[config.mk]
export PLATFORM = sky130hd
export DESIGN_NAME = dual_gamepad_serial_reader
export DESIGN_NICKNAME = d
export VERILOG_FILES = /design/src/rtl/core/dgsr_pkg.sv /design/src/rtl/core/dual_gamepad_serial_reader.sv /design/src/rtl/core/dgsr_lane.sv /design/src/rtl/core/dgsr_seq.sv
export VERILOG_INCLUDE_DIRS = /design/src /design/src/rtl/core
export SDC_FILE = /design/constraint.sdc
export NUM_CORES = 1
export LEC_CHECK = 0
export ABC_AREA = 1
export BUFFER_PORTS_ARGS = -buffer_cell sky130_fd_sc_hd__buf_2
export CORE_AREA = 2 2 113 115
export DETAILED_ROUTE_END_ITERATION = 16
export DIE_AREA = 0 0 115 117
export HOLD_SLACK_MARGIN = 0.12
export PLACE_DENSITY = 0.63
export SYNTH_ARGS = -nofsm -noshare
export SYNTH_HDL_FRONTEND = slang
export SYNTH_SLANG_ARGS = --single-unit
[constraint.sdc]
create_clock -name clk -period 2.1 [get_ports clk]
set_input_delay 0.315 -clock clk [delete_from_list [all_inputs] [get_ports clk]]
set_output_delay 0.315 -clock clk [all_outputs]
set_load 0.005 [all_outputs]
[src/rtl/core/dual_gamepad_serial_reader_defines.svh]
// Assertion helpers for the reader's top-level RTL.
`ifndef DUAL_GAMEPAD_SERIAL_READER_DEFINES_SVH
`define DUAL_GAMEPAD_SERIAL_READER_DEFINES_SVH

// Same-cycle implication, checked on every rising edge outside reset.
`define DGSR_ASSERT_NOW(label, ante, cons) \
	label: assert property (@(posedge clk) disable iff (!arst_n) (ante) |-> (cons)) \
		else $error("dgsr check failed");

// Next-cycle implication, checked on every rising edge outside reset.
`define DGSR_ASSERT_NEXT(label, ante, cons) \
	label: assert property (@(posedge clk) disable iff (!arst_n) (ante) |=> (cons)) \
		else $error("dgsr check failed");

`endif

[src/rtl/core/dgsr_pkg.sv]
package dgsr_pkg;

	localparam int CFG_INDEX_W = 2;
	localparam int MASK_COUNT = 8;

	// Button masks in code order: entry k decodes to code k+1.
	localparam logic [7:0] BUTTON_MASK [MASK_COUNT] = '{
		8'h08, 8'h04, 8'h02, 8'h01, 8'h20, 8'h10, 8'h40, 8'h80
	};

	typedef enum logic [CFG_INDEX_W-1:0] {
		CFG_LATCH_HOLD = 2'd0,
		CFG_CLOCK_HIGH = 2'd1,
		CFG_CLOCK_LOW  = 2'd2,
		CFG_REPORT     = 2'd3
	} cfg_index_t;

	typedef enum logic [2:0] {
		PH_START = 3'd0,
		PH_INIT  = 3'd1,
		PH_LATCH = 3'd2,
		PH_RISE  = 3'd3,
		PH_HIGH  = 3'd4,
		PH_LOWW  = 3'd5,
		PH_FINAL = 3'd6
	} phase_t;

	typedef struct packed {
		logic [7:0] latch_hold_ticks;
		logic [7:0] clock_high_ticks;
		logic [7:0] clock_low_ticks;
		logic [7:0] report_period;
	} cfg_t;

	// Per-tick commands from the sequencer to both pad lanes.
	typedef struct packed {
		logic clear;
		logic load;
		logic shift;
		logic done;
	} lane_ctrl_t;

	// Registered sequencer outputs seen by the merge stage.
	typedef struct packed {
		logic latch_out;
		logic clock_out;
		logic frame_done;
		logic report_strobe;
	} seq_status_t;

	typedef struct packed {
		logic pad_one_data;
		logic pad_two_data;
	} item_t;

	typedef struct packed {
		logic       latch_out;
		logic       clock_out;
		logic [3:0] pad_one_code;
		logic [4:0] pad_two_code;
		logic       frame_done;
		logic       report_strobe;
	} result_t;

endpackage

[src/rtl/core/dual_gamepad_serial_reader.sv]
// Channel   Direction  Handshake            Payload
// item      in         item_valid/stall     item_t: both pad data lines, one tick
// result    out        result_valid/stall   result_t: drives, codes, strobes
// cfg       in         cfg_valid/ready      cfg_index, cfg_data (8 bits)
//
// One item is accepted per cycle unless stalled; its result follows next cycle.
// The sequencer and lane registers hold the tick's state and serve as the
// result register, so an item is taken whenever the result slot is free or
// is being drained in the same cycle. A stalled result holds its payload.
// Reset clears all state; the registers return to their default values.
module dual_gamepad_serial_reader
	import dgsr_pkg::*;
#(
	parameter int BUTTON_BITS = 8
) (
	input  logic                   clk,
	input  logic                   arst_n,
	input  logic                   item_valid,
	output logic                   item_stall,
	input  item_t                  item,
	output logic                   result_valid,
	input  logic                   result_stall,
	output result_t                result,
	input  logic                   cfg_valid,
	output logic                   cfg_ready,
	input  logic [CFG_INDEX_W-1:0] cfg_index,
	input  logic [7:0]             cfg_data
);

	`include "dual_gamepad_serial_reader_defines.svh"

	cfg_t        cfg_q;
	lane_ctrl_t  ctrl;
	seq_status_t status;
	logic        tick;
	logic        result_valid_q;
	logic [3:0]  code_one, code_two;

	assign cfg_ready = 1'b1;

	always_ff @(posedge clk or negedge arst_n) begin
		if (!arst_n) begin
			cfg_q.latch_hold_ticks <= 8'd2;
			cfg_q.clock_high_ticks <= 8'd2;
			cfg_q.clock_low_ticks  <= 8'd4;
			cfg_q.report_period    <= 8'd50;
		end else if (cfg_valid && cfg_ready) begin
			unique case (cfg_index_t'(cfg_index))
				CFG_LATCH_HOLD: cfg_q.latch_hold_ticks <= cfg_data;
				CFG_CLOCK_HIGH: cfg_q.clock_high_ticks <= cfg_data;
				CFG_CLOCK_LOW:  cfg_q.clock_low_ticks  <= cfg_data;
				CFG_REPORT:     cfg_q.report_period    <= cfg_data;
				default: ;
			endcase
		end
	end

	assign item_stall = result_valid_q && result_stall;
	assign tick       = item_valid && !item_stall;

	always_ff @(posedge clk or negedge arst_n) begin
		if (!arst_n) begin
			result_valid_q <= 1'b0;
		end else if (tick) begin
			result_valid_q <= 1'b1;
		end else if (!result_stall) begin
			result_valid_q <= 1'b0;
		end
	end

	dgsr_seq #(.BUTTON_BITS(BUTTON_BITS)) u_seq (
		.clk    (clk),
		.arst_n (arst_n),
		.tick   (tick),
		.cfg    (cfg_q),
		.ctrl   (ctrl),
		.status (status)
	);

	dgsr_lane #(.BUTTON_BITS(BUTTON_BITS)) u_lane_one (
		.clk    (clk),
		.arst_n (arst_n),
		.tick   (tick),
		.ctrl   (ctrl),
		.data   (item.pad_one_data),
		.code   (code_one)
	);

	dgsr_lane #(.BUTTON_BITS(BUTTON_BITS)) u_lane_two (
		.clk    (clk),
		.arst_n (arst_n),
		.tick   (tick),
		.ctrl   (ctrl),
		.data   (item.pad_two_data),
		.code   (code_two)
	);

	// Merge: pad two codes carry the 0x10 marker.
	assign result_valid         = result_valid_q;
	assign result.latch_out     = status.latch_out;
	assign result.clock_out     = status.clock_out;
	assign result.pad_one_code  = code_one;
	assign result.pad_two_code  = {1'b1, code_two};
	assign result.frame_done    = status.frame_done;
	assign result.report_strobe = status.report_strobe;

	`DGSR_ASSERT_NOW(a_no_overlap, result_valid, !(result.latch_out && result.clock_out))
	`DGSR_ASSERT_NOW(a_done_clock, result_valid && result.frame_done,
		result.clock_out && !result.latch_out)
	`DGSR_ASSERT_NOW(a_pad_two_mark, result_valid, result.pad_two_code[4])
	`DGSR_ASSERT_NEXT(a_tick_result, tick, result_valid)

endmodule

[src/rtl/core/dgsr_lane.sv]
module dgsr_lane
	import dgsr_pkg::*;
#(
	parameter int BUTTON_BITS = 8
) (
	input  logic       clk,
	input  logic       arst_n,
	input  logic       tick,
	input  lane_ctrl_t ctrl,
	input  logic       data,
	output logic [3:0] code
);

	logic [BUTTON_BITS-1:0] shift_q;
	logic [BUTTON_BITS-1:0] word;
	logic [3:0]             code_dec;
	logic [3:0]             code_q;

	always_ff @(posedge clk or negedge arst_n) begin
		if (!arst_n) begin
			shift_q <= '0;
			code_q  <= '0;
		end else if (tick) begin
			if (ctrl.clear) begin
				shift_q <= '0;
			end else if (ctrl.load) begin
				shift_q <= BUTTON_BITS'(data);
			end else if (ctrl.shift) begin
				shift_q <= {shift_q[BUTTON_BITS-2:0], data};
			end
			if (ctrl.done) begin
				code_q <= code_dec;
			end
		end
	end

	// The lines are active low, so the word is inverted before matching.
	assign word = ~shift_q;

	always_comb begin
		code_dec = '0;
		for (int k = 0; k < MASK_COUNT; k++) begin
			if (32'(word) == 32'(BUTTON_MASK[k])) begin
				code_dec = 4'(k + 1);
			end
		end
	end

	assign code = code_q;

endmodule

[src/rtl/core/dgsr_seq.sv]
module dgsr_seq
	import dgsr_pkg::*;
#(
	parameter int BUTTON_BITS = 8
) (
	input  logic        clk,
	input  logic        arst_n,
	input  logic        tick,
	input  cfg_t        cfg,
	output lane_ctrl_t  ctrl,
	output seq_status_t status
);

	phase_t     phase_q, phase_d;
	logic [7:0] wait_q, wait_d;
	logic [3:0] bits_q, bits_d;
	logic [7:0] report_q, report_d;
	logic       done_q, strobe_q, strobe_d;

	always_ff @(posedge clk or negedge arst_n) begin
		if (!arst_n) begin
			phase_q  <= PH_START;
			wait_q   <= '0;
			bits_q   <= '0;
			report_q <= '0;
			done_q   <= 1'b0;
			strobe_q <= 1'b0;
		end else if (tick) begin
			phase_q  <= phase_d;
			wait_q   <= wait_d;
			bits_q   <= bits_d;
			report_q <= report_d;
			done_q   <= ctrl.done;
			strobe_q <= strobe_d;
		end
	end

	always_comb begin
		phase_d = phase_q;
		wait_d  = wait_q;
		bits_d  = bits_q;
		ctrl    = '0;
		unique case (phase_q)
			PH_INIT: begin
				phase_d = PH_LATCH;
			end
			PH_LATCH: begin
				if (wait_q < cfg.latch_hold_ticks) begin
					wait_d = wait_q + 8'd1;
				end else begin
					wait_d    = '0;
					bits_d    = '0;
					ctrl.load = 1'b1;
					phase_d   = PH_RISE;
				end
			end
			PH_RISE: begin
				phase_d = PH_HIGH;
			end
			PH_HIGH: begin
				if (wait_q < cfg.clock_high_ticks) begin
					wait_d = wait_q + 8'd1;
				end else begin
					wait_d     = '0;
					bits_d     = bits_q + 4'd1;
					ctrl.shift = 1'b1;
					phase_d    = PH_LOWW;
				end
			end
			PH_LOWW: begin
				if (wait_q < cfg.clock_low_ticks) begin
					wait_d = wait_q + 8'd1;
				end else if ({1'b0, bits_q} + 5'd1 >= 5'(BUTTON_BITS)) begin
					ctrl.done = 1'b1;
					phase_d   = PH_FINAL;
				end else begin
					wait_d  = '0;
					phase_d = PH_RISE;
				end
			end
			default: begin
				// Start, final and the unused code all restart the frame.
				wait_d     = '0;
				bits_d     = '0;
				ctrl.clear = 1'b1;
				phase_d    = PH_INIT;
			end
		endcase
	end

	always_comb begin
		if (report_q < cfg.report_period) begin
			report_d = report_q + 8'd1;
			strobe_d = 1'b0;
		end else begin
			report_d = '0;
			strobe_d = 1'b1;
		end
	end

	assign status.latch_out     = (phase_q == PH_LATCH);
	assign status.clock_out     = (phase_q == PH_HIGH) || (phase_q == PH_LOWW) ||
		(phase_q == PH_FINAL);
	assign status.frame_done    = done_q;
	assign status.report_strobe = strobe_q;

endmodule

# After elaboration in Yosys (flattened, before gate mapping)
# Cells that the tools add are included.
# op_classes
bitwise_logic	4
n_addsub	4
muxes	46
reduce_logical	18
order_cmp	5
eq_ne	31
# ops
op	count
$mux W8	11
$mux W3	12
$lt A8 B8 Y1	4
$pmux W8 S4	1
$add A8 B1 Y8 const B	2
$eq A8 B1 Y1 const B	2
$eq A8 B2 Y1 const B	2
$eq A8 B3 Y1 const B	2
$eq A8 B4 Y1 const B	2
$eq A8 B5 Y1 const B	2
$eq A8 B6 Y1 const B	2
$eq A8 B7 Y1 const B	2
$eq A8 B8 Y1 const B	2
$mux W4	4
$not A8 Y8	2
$pmux W3 S5	1
$mux W1	12
$pmux W4 S3	1
$reduce_and A2 Y1	6
$eq A3 B3 Y1 const B	3
$mux W2	4
$reduce_and A4 Y1	2
$eq A3 B2 Y1 const B	2
$ne A2 B2 Y1 const B	3
other kinds (18)	22
# word_totals
output_inout_bits	16
ff_bits	82

# Longest topological paths before layout
# Gate-level depths: netlist (run 1).
# logic_depth
word_depth	10
mapped_depth	12

# Cells and area by module
# A second synthesis (run 1) with hierarchy kept.
# unflattened
cells_unflattened	671
area_unflattened_um2	5215.0
# modules_own_cells
module	cells_per_inst	area_each_um2	instances
dgsr_seq	341	2397.3	1
dual_gamepad_serial_reader	152	1506.4	1
dgsr_lane	89	655.6	2

# Worst setup path after synthesis (run 1)
# Ideal clock, no wire load.
# synth_path
kind	register to register
from	register cfg_q[10] (netlist name)
to	register u_seq.wait_q[2]
t_required_ns	1.982
path_buffers	0
synth_period_minus_slack_ns	1.772
stages_incl_launch_ff	13
slack_ns	0.328
setup_time_ns	0.118
arrival_ns	1.655
cell_sequence	dfstp_2 inv_1 ha_1 nand2_1 inv_1 nand2_1 nand2_1 nand2_2 nand2_1 a21oi_4 inv_2 nand2_1 nand2_1
# synth_between
elab_chain_len	3
# synth_rtl
item	line_no	rtl
start, declared	dual_gamepad_serial_reader.sv:32	cfg_t cfg_q;
$lt A8 B8 Y1 *	dgsr_seq.sv:71	if (wait_q < cfg.clock_low_ticks) begin
$mux W8 / $ne A3 B2 Y1 (equally long branches)	-	
$pmux W8 S4 / $reduce_and A3 Y1 (equally long branches)	-	
end signal, assigned	dgsr_seq.sv:30	wait_q <= wait_d;
end, declared	dgsr_seq.sv:15	logic [7:0] wait_q, wait_d;
# Mark *: on every way between the ends. The rest lies on a longest branch, timed or not.
# A chain may end at the register's enable or synchronous reset.

# Worst setup path in the final report (run 1)
# layout_path
from	register u_seq.phase_q[0]
to	register u_seq.bits_q[3]
# layout_between
elab_chain_len	4
# layout_rtl
item	line_no	rtl
start, declared	dgsr_seq.sv:14	phase_t phase_q, phase_d;
start signal, assigned	dgsr_seq.sv:29	phase_q <= phase_d;
$eq A3 B1 Y1, or another cell as far along	dgsr_seq.sv:43	unique case (phase_q)
$reduce_or A3 Y1 (no line)	-	
$not A1 Y1 (no line)	-	
$reduce_and A4 Y1 (no line)	-	
end signal, assigned	dgsr_seq.sv:31	bits_q <= bits_d;
end, declared	dgsr_seq.sv:16	logic [3:0] bits_q, bits_d;
# Parallel ways exist; a longest one is shown, timed or not.

==> results of run 1 <==
==> how the worst max path moves through the flow <==
stage | startpoint | to | slack [ns] | cells after the start
3_5_place_dp | cfg_q[10]$_DFFE_PN1P_ | u_seq.wait_q[2]$_DFFE_PN0P_ | 0.06 | 12
4_1_cts | cfg_q[10]$_DFFE_PN1P_ | u_seq.wait_q[7]$_DFFE_PN0P_ | 0.06 | 12
5_1_grt | cfg_q[17]$_DFFE_PN1P_ | u_seq.phase_q[1]$_DFFE_PN0P_ | -0.03 | 11
3_3_place_gp | cfg_q[10]$_DFFE_PN1P_ | u_seq.wait_q[5]$_DFFE_PN0P_ | 0.09 | 12
6_report | u_seq.phase_q[0]$_DFFE_PN0P_ | u_seq.bits_q[3]$_DFFE_PN0P_ | 0.12 | 8
2_1_floorplan | cfg_q[10]$_DFFE_PN1P_ | u_seq.wait_q[2]$_DFFE_PN0P_ | 0.33 | 12
==> metrics by stage <==
step / setup TNS (ns) / setup slack (ns) / instances / hold slack (ns) / power (W)
after floorplan: 0 / 0.328 / 605 / 0.0194 / 0.00322
after global placement: 0 / 0.0902 / 778 / 0.251 / 0.00347
after detailed placement: 0 / 0.0642 / 778 / 0.253 / 0.00353
after CTS: 0 / 0.0564 / 795 / 0.233 / 0.00516
after global routing: -0.0253 / -0.0253 / 802 / 0.262 / 0.00560
final: 0 / 0.120 / 802 / 0.241 / 0.00522
==> Yosys cell counts (4+ instances only) <==
library cell / n
o21ai_0: 52
inv_1: 78
xor2_1: 6
o21ai_1: 10
nor2_1: 32
dfstp_2: 6
nand2_1: 174
nand4_1: 15
ha_1: 32
buf_6: 5
nand3_1: 46
buf_4: 4
dfrtp_1: 76
a21oi_1: 21
inv_2: 4
clkbuf_1: 4
o21ai_2: 5
==> cells by family (layout without fill, tap and decap cells) <==
family / count (synthesis) / count (layout) / synth area share
other: 1 / 2 / 0.000782
and+or+nand+nor: 287 / 289 / 0.271
xor gates and xnor gates: 7 / 7 / 0.0128
AOI/OAI and AO/OA: 97 / 98 / 0.112
adders and majority gates: 32 / 32 / 0.0835
DFF: 82 / 82 / 0.429
buffers and inverters: 98 / 142 / 0.0903
==> registers in the layout (all words and copies together), names as in the netlist <==
name / flops
cfg_q: 32
u_lane_one.shift_q: 8
u_lane_two.shift_q: 8
u_seq.report_q: 8
u_seq.wait_q: 8
u_lane_one.code: 4
u_lane_two.code: 4
u_seq.bits_q: 4
u_seq.phase_q: 3
result_valid: 1
u_seq.done_q: 1
u_seq.strobe_q: 1
==> per-layer routing <==
metal | track usage | vias up | share of wire
met5 | 0 | - | 0
met4 | 0.0361 | 0 | 0.010
met3 | 0.0407 | 10 | 0.027
met2 | 0.276 | 51 | 0.48
met1 | 0.209 | 1866 | 0.48
li1 | - | 2046 | -
==> worst max-delay path, delay by kind of cell, from the launching register on <==
| family | cells | cell delay, ns |
|---|---|---|
| buffers and inverters | 2 | 0.23 |
| AO/OA/AOI/OAI | 1 | 0.08 |
| flip-flops | 1 | 0.47 |
| AND/OR/NAND/NOR | 5 | 1.07 |
==> area by class of cell <==
type | instances | area [sq um]
Sequential cell | 82 | 2060
Multi-Input combinational cell | 428 | 2370
Inverter | 82 | 308
Clock inverter | 4 | 50.0
Timing Repair Buffer | 44 | 273
Clock buffer | 12 | 256
Tap cell | 150 | 188
Fill cell | 1233 | 6810
==> repair_timing <==
item                       4_1_cts  5_1_grt
hold endpoints to repair        20        0
setup endpoints to repair        0       28
hold buffers                     1        0
buffers inserted                 0        4
gates resized for setup          0        5
==> power groups by stage <==
stage | registers [W] | logic (W) | clock network (W)
CTS | 0.00215 | 0.00136 | 0.00165
global route | 0.00220 | 0.00170 | 0.00170
finish | 0.00215 | 0.00145 | 0.00161
floorplan | 0.00210 | 0.00112 | 0
detailed placement | 0.00218 | 0.00135 | 0
global placement | 0.00217 | 0.00130 | 0
==> flow_summary.ini, run 1 <==
[pwr]
leakage_nw = 2.84
sequentialPowerShare = 0.412
power.density_nw_per_um2 = 948
switching_power_w = 0.00184
p_int_w = 0.00337
p_clk_frac = 0.309
power_frac_comb = 0.278
irDropWorstVdd_mv = 0.533
switching_share = 0.353

[synth]
synth_cells = 604
synth-main-ff-cell = dfrtp_1
ys_types = 36
synth-edff-count = 0
synth_area_leaders = dfrtp_1 40%, nand2_1 14%, ha_1 8.3%, inv_1 6.1%, o21ai_0 5.4%
synthArstFlopShare = 1.00
synth_area_leader_cell = dfrtp_1
postSynthAreaPerCell_sq_um = 7.94
syn-cell-area_sq_um = 4800
synth_top_area_share = 0.397
yosysWarnings = 0
ys_ff_latch = 82
yosysSeqAreaShare = 0.429

[outcome]
status = finished, final reports clean

[timing]
min_period_over_period = 0.943
grt_setup_unrepaired = yes
tightest_slew_ns = 0.651
hold_violations = 0
final_max_slew_viol_count = 0
relSlewSlack = 0.564
setup_viol = 0
fmax_mhz = 505
period_minus_slack_ns = 1.98
clock_skew_ns = 0.00452

[floorplanning]
die_h_microns = 117
dieWidth_microns = 115
initial_core_util = 0.390
core_sq_um = 12300
die-area_sq_um = 13500
row_count = 41
io_pins = 33

[place]
place_hpwl_mm = 7.22
dpl-instance-area_sq_um = 5090
portBuffers = 30
gp_congestion = 0.854

[final_layout]
final_layout_size_suffix_gt1_frac = 0.150
diodes = 0
syn2layout_area_growth_pct = 14.7
nets = 696
final_cell_mix = 173 x nand2_1, 78 x inv_1, 76 x dfrtp_1
fin_util = 0.447
final_common_cell = nand2_1
final_area_sq_um = 5500

[route]
routed-via-count = 3973
drc = 0
postRouteAntennaNets = 0
routedWlPerCell_microns = 12.8
via_per_inst = 4.95
wl_mm = 10.2
initialDrtViolationCount = 252
drtPass1Iterations = 4

[global_routing]
antenna_found_initial = 0
grt_pass1_wl_mm = 17.5
grt_max_degree = 60
overflow = 0
grtUsageTotal = 0.162
grt_pass1_vias = 3832

[flow_run]
drv_cap = 0

[clock_tree]
clk_latency_ns = 0.34
cts.sinks = 82
cts_buffer_depth = 2
cts_inserted_buffers = 9
cts_tree = yes
path_clk_slew_ns = 0.06
cts_root_buffer = clkbuf_16
cts_max_level = 3

[critical_path]
endpoint_kind = flop
rr_startpoint = u_seq.phase_q[0]$_DFFE_PN0P_
r2r-end = u_seq.bits_q[3]$_DFFE_PN0P_
path_max_fanout = 20
critPathLaunchType = flop
worst-endpoint-arrival_ns = 2.20
path_cells = inv_2, nor2_1, nor2_1, inv_1, nor2_1, nand3_4, nand2_1, o21ai_0
r2r_slack_ns = 0.12
reg2reg_depth = 8
crit_required_ns = 2.32
max_stage_delay_ns = 0.51
criticalPathCategory = reg2reg
cp_slowest_cell = nor2_1
cpMostUsedCell = nor2_1

[hold_path]
worstHoldStart = item[1]
min_to = u_lane_one.shift_q[0]$_DFFE_PN0P_
hold_path_class = in2reg
hold_depth = 3
(Power assumes the default switching activity.)
==> run 2: changes to the inputs <==
--- a/config.mk
+++ b/config.mk
@@ -8,9 +8,9 @@
 export LEC_CHECK = 0
 export ABC_AREA = 1
 export BUFFER_PORTS_ARGS = -buffer_cell sky130_fd_sc_hd__buf_2
-export CORE_AREA = 2 2 113 115
+export CORE_AREA = 5 5 116 118
 export DETAILED_ROUTE_END_ITERATION = 16
-export DIE_AREA = 0 0 115 117
+export DIE_AREA = 0 0 121 123
 export HOLD_SLACK_MARGIN = 0.12
 export PLACE_DENSITY = 0.63
 export SYNTH_ARGS = -nofsm -noshare
==> run 2 against run 1 <==
Against the previous run: utilization rose by 0.16 points; combinational power fell by 4%; worst hold slack got worse by 0.0035 ns; largest power group unchanged; power rose by 5.4%; worst setup slack got worse by 0.011 ns; clock power rose by 21%; highest routed layer unchanged; largest cell class unchanged; sequential power barely moved; count of clock-buffer cells in the layout fell by 2; global-route usage fell by 2.0 points; critical path type unchanged.
==> flow_summary.ini, run 2 (same netlist as run 1, synthesis figures left out) <==
[outcome]
status = finished, final reports clean

[pwr]
irDropWorstVdd_mv = 0.545
leakage_nw = 2.86
power.density_nw_per_um2 = 992
power_w = 0.00550

[clock_tree]
path_clk_slew_ns = 0.06
cts.sinks = 82
cts_root_buffer = clkbuf_16
cts_buffer_depth = 2
cts_max_level = 3
cts_inserted_buffers = 9
clk_latency_ns = 0.34
cts_tree = yes

[critical_path]
startpoint = u_seq.wait_q[5]$_DFFE_PN0P_
timing.critical_path.buf_inv = 1
path_cells = ha_1, a21oi_1, o21a_1, nand2_1, a21oi_4, inv_2, nand2_1, nand2_1
max_stage_delay_ns = 0.46
critPathLaunchType = flop
reg2reg_depth = 8
r2r_slack_ns = 0.11
crit_required_ns = 2.33
rr_startpoint = u_seq.wait_q[5]$_DFFE_PN0P_
cpMostUsedCell = nand2_1
endpoint_kind = flop
path_max_fanout = 8
worst-endpoint-arrival_ns = 2.22
r2r-end = u_seq.wait_q[6]$_DFFE_PN0P_
cp_slowest_cell = dfrtp_2
cpLargestDelayFamily = compound AO/OA/AOI/OAI gates
criticalPathCategory = reg2reg

[floorplanning]
die_h_microns = 123
core_sq_um = 12400
row_count = 41
io_pins = 33
die-area_sq_um = 14900
dieWidth_microns = 121
initial_core_util = 0.388

[hold_path]
worstHoldStart = item[1]
hold_path_class = in2reg
min_to = u_lane_one.shift_q[0]$_DFFE_PN0P_
hold_depth = 3

[timing]
hold_violations = 0
tns_ns = 0
tightest_slew_ns = 0.698
fmax_mhz = 502
clock_skew_ns = 0.00451
grt_setup_unrepaired = yes
period_minus_slack_ns = 1.99
relSlewSlack = 0.533
setup_viol = 0
final_max_slew_viol_count = 0
min_period_over_period = 0.948

[route]
via_per_inst = 4.91
drtPass1Iterations = 4
routedWlPerCell_microns = 12.3
wl_mm = 10.1
routed-via-count = 4024
drc = 0
initialDrtViolationCount = 198
postRouteAntennaNets = 0

[final_layout]
fin_util = 0.448
final_layout_size_suffix_gt1_frac = 0.145
diodes = 0
nets = 692
largest_register = cfg_q
final_common_cell = nand2_1
syn2layout_area_growth_pct = 15.6
largest_reg_flops = 32
final_cell_mix = 174 x nand2_1, 78 x inv_1, 75 x dfrtp_1
final_cell_count_no_fill = 820

[place]
placed_cells = 799
portBuffers = 30
place_hpwl_mm = 7.37
gp_congestion = 0.854

[global_routing]
antenna_found_initial = 0
overflow = 0
grtUsageTotal = 0.141
grt_max_degree = 62
grt_pass1_vias = 3817
grt_pass1_wl_mm = 17.2

[flow_run]
drv_cap = 0
[run 2: layout make-up]
cell class,count,area [sq um]
fill,1218,6820
multi-input combinational,426,2320
sequential,82,2060
inverter,82,308
timing repair buffer,42,258
clock buffer,10,239
tap,172,215
clock inverter,6,138
[run 2: report_power, final]
part,internal [W],switching [W],total (W)
logic,0.000499,0.000890,0.00139
registers,0.00186,0.000293,0.00216
clock network,0.00132,0.000634,0.00195
total,0.00368,0.00182,0.00550
[run 2: per-layer routing]
metal  vias up  routed length [microns]  global-route usage  share of wire
li1       2033                        -                   -              -
met1      1893                     4660               0.176           0.46
met2        87                     4870               0.247           0.48
met3        11                      434              0.0306          0.043
met4         0                      126              0.0425          0.012
met5         -                        0                   0              0
[run 2: through the flow]
step / hold WS (ns) / setup slack, ns / cell area [sq um]
floorplan: 0.0194 / 0.328 / 4800
global placement: 0.232 / 0.0863 / 5110
detailed placement: 0.234 / 0.0805 / 5110
CTS: 0.230 / 0.0503 / 5500
global route: 0.248 / -0.0181 / 5540
finish: 0.237 / 0.110 / 5540
[run 2: worst register-to-register path, delay by kind of cell, from the launching register on]
kind / cells / cell delay (ns)
compound gates: 3 / 0.67
flops: 1 / 0.46
simple gates: 3 / 0.32
fa+ha+maj: 1 / 0.31
buf+inv: 1 / 0.13
[run 2: timing repair]
action / in CTS / in global routing
endpoints found under the setup margin: 0 / 28
hold endpoints to repair: 21 / 0
hold buffers: 1 / 0
buffers inserted: 0 / 3
gates resized for setup: 0 / 2
[run 2: how the worst max path moves through the flow]
| stage | endpoint | cells past startpoint |
|---|---|---|
| after floorplan | u_seq.wait_q[2]$_DFFE_PN0P_ | 12 |
| after global placement | u_seq.wait_q[3]$_DFFE_PN0P_ | 8 |
| after detailed placement | u_seq.wait_q[6]$_DFFE_PN0P_ | 8 |
| after CTS | u_seq.wait_q[1]$_DFFE_PN0P_ | 8 |
| after global routing | u_seq.bits_q[0]$_DFFE_PN0P_ | 11 |
| final | u_seq.wait_q[6]$_DFFE_PN0P_ | 8 |
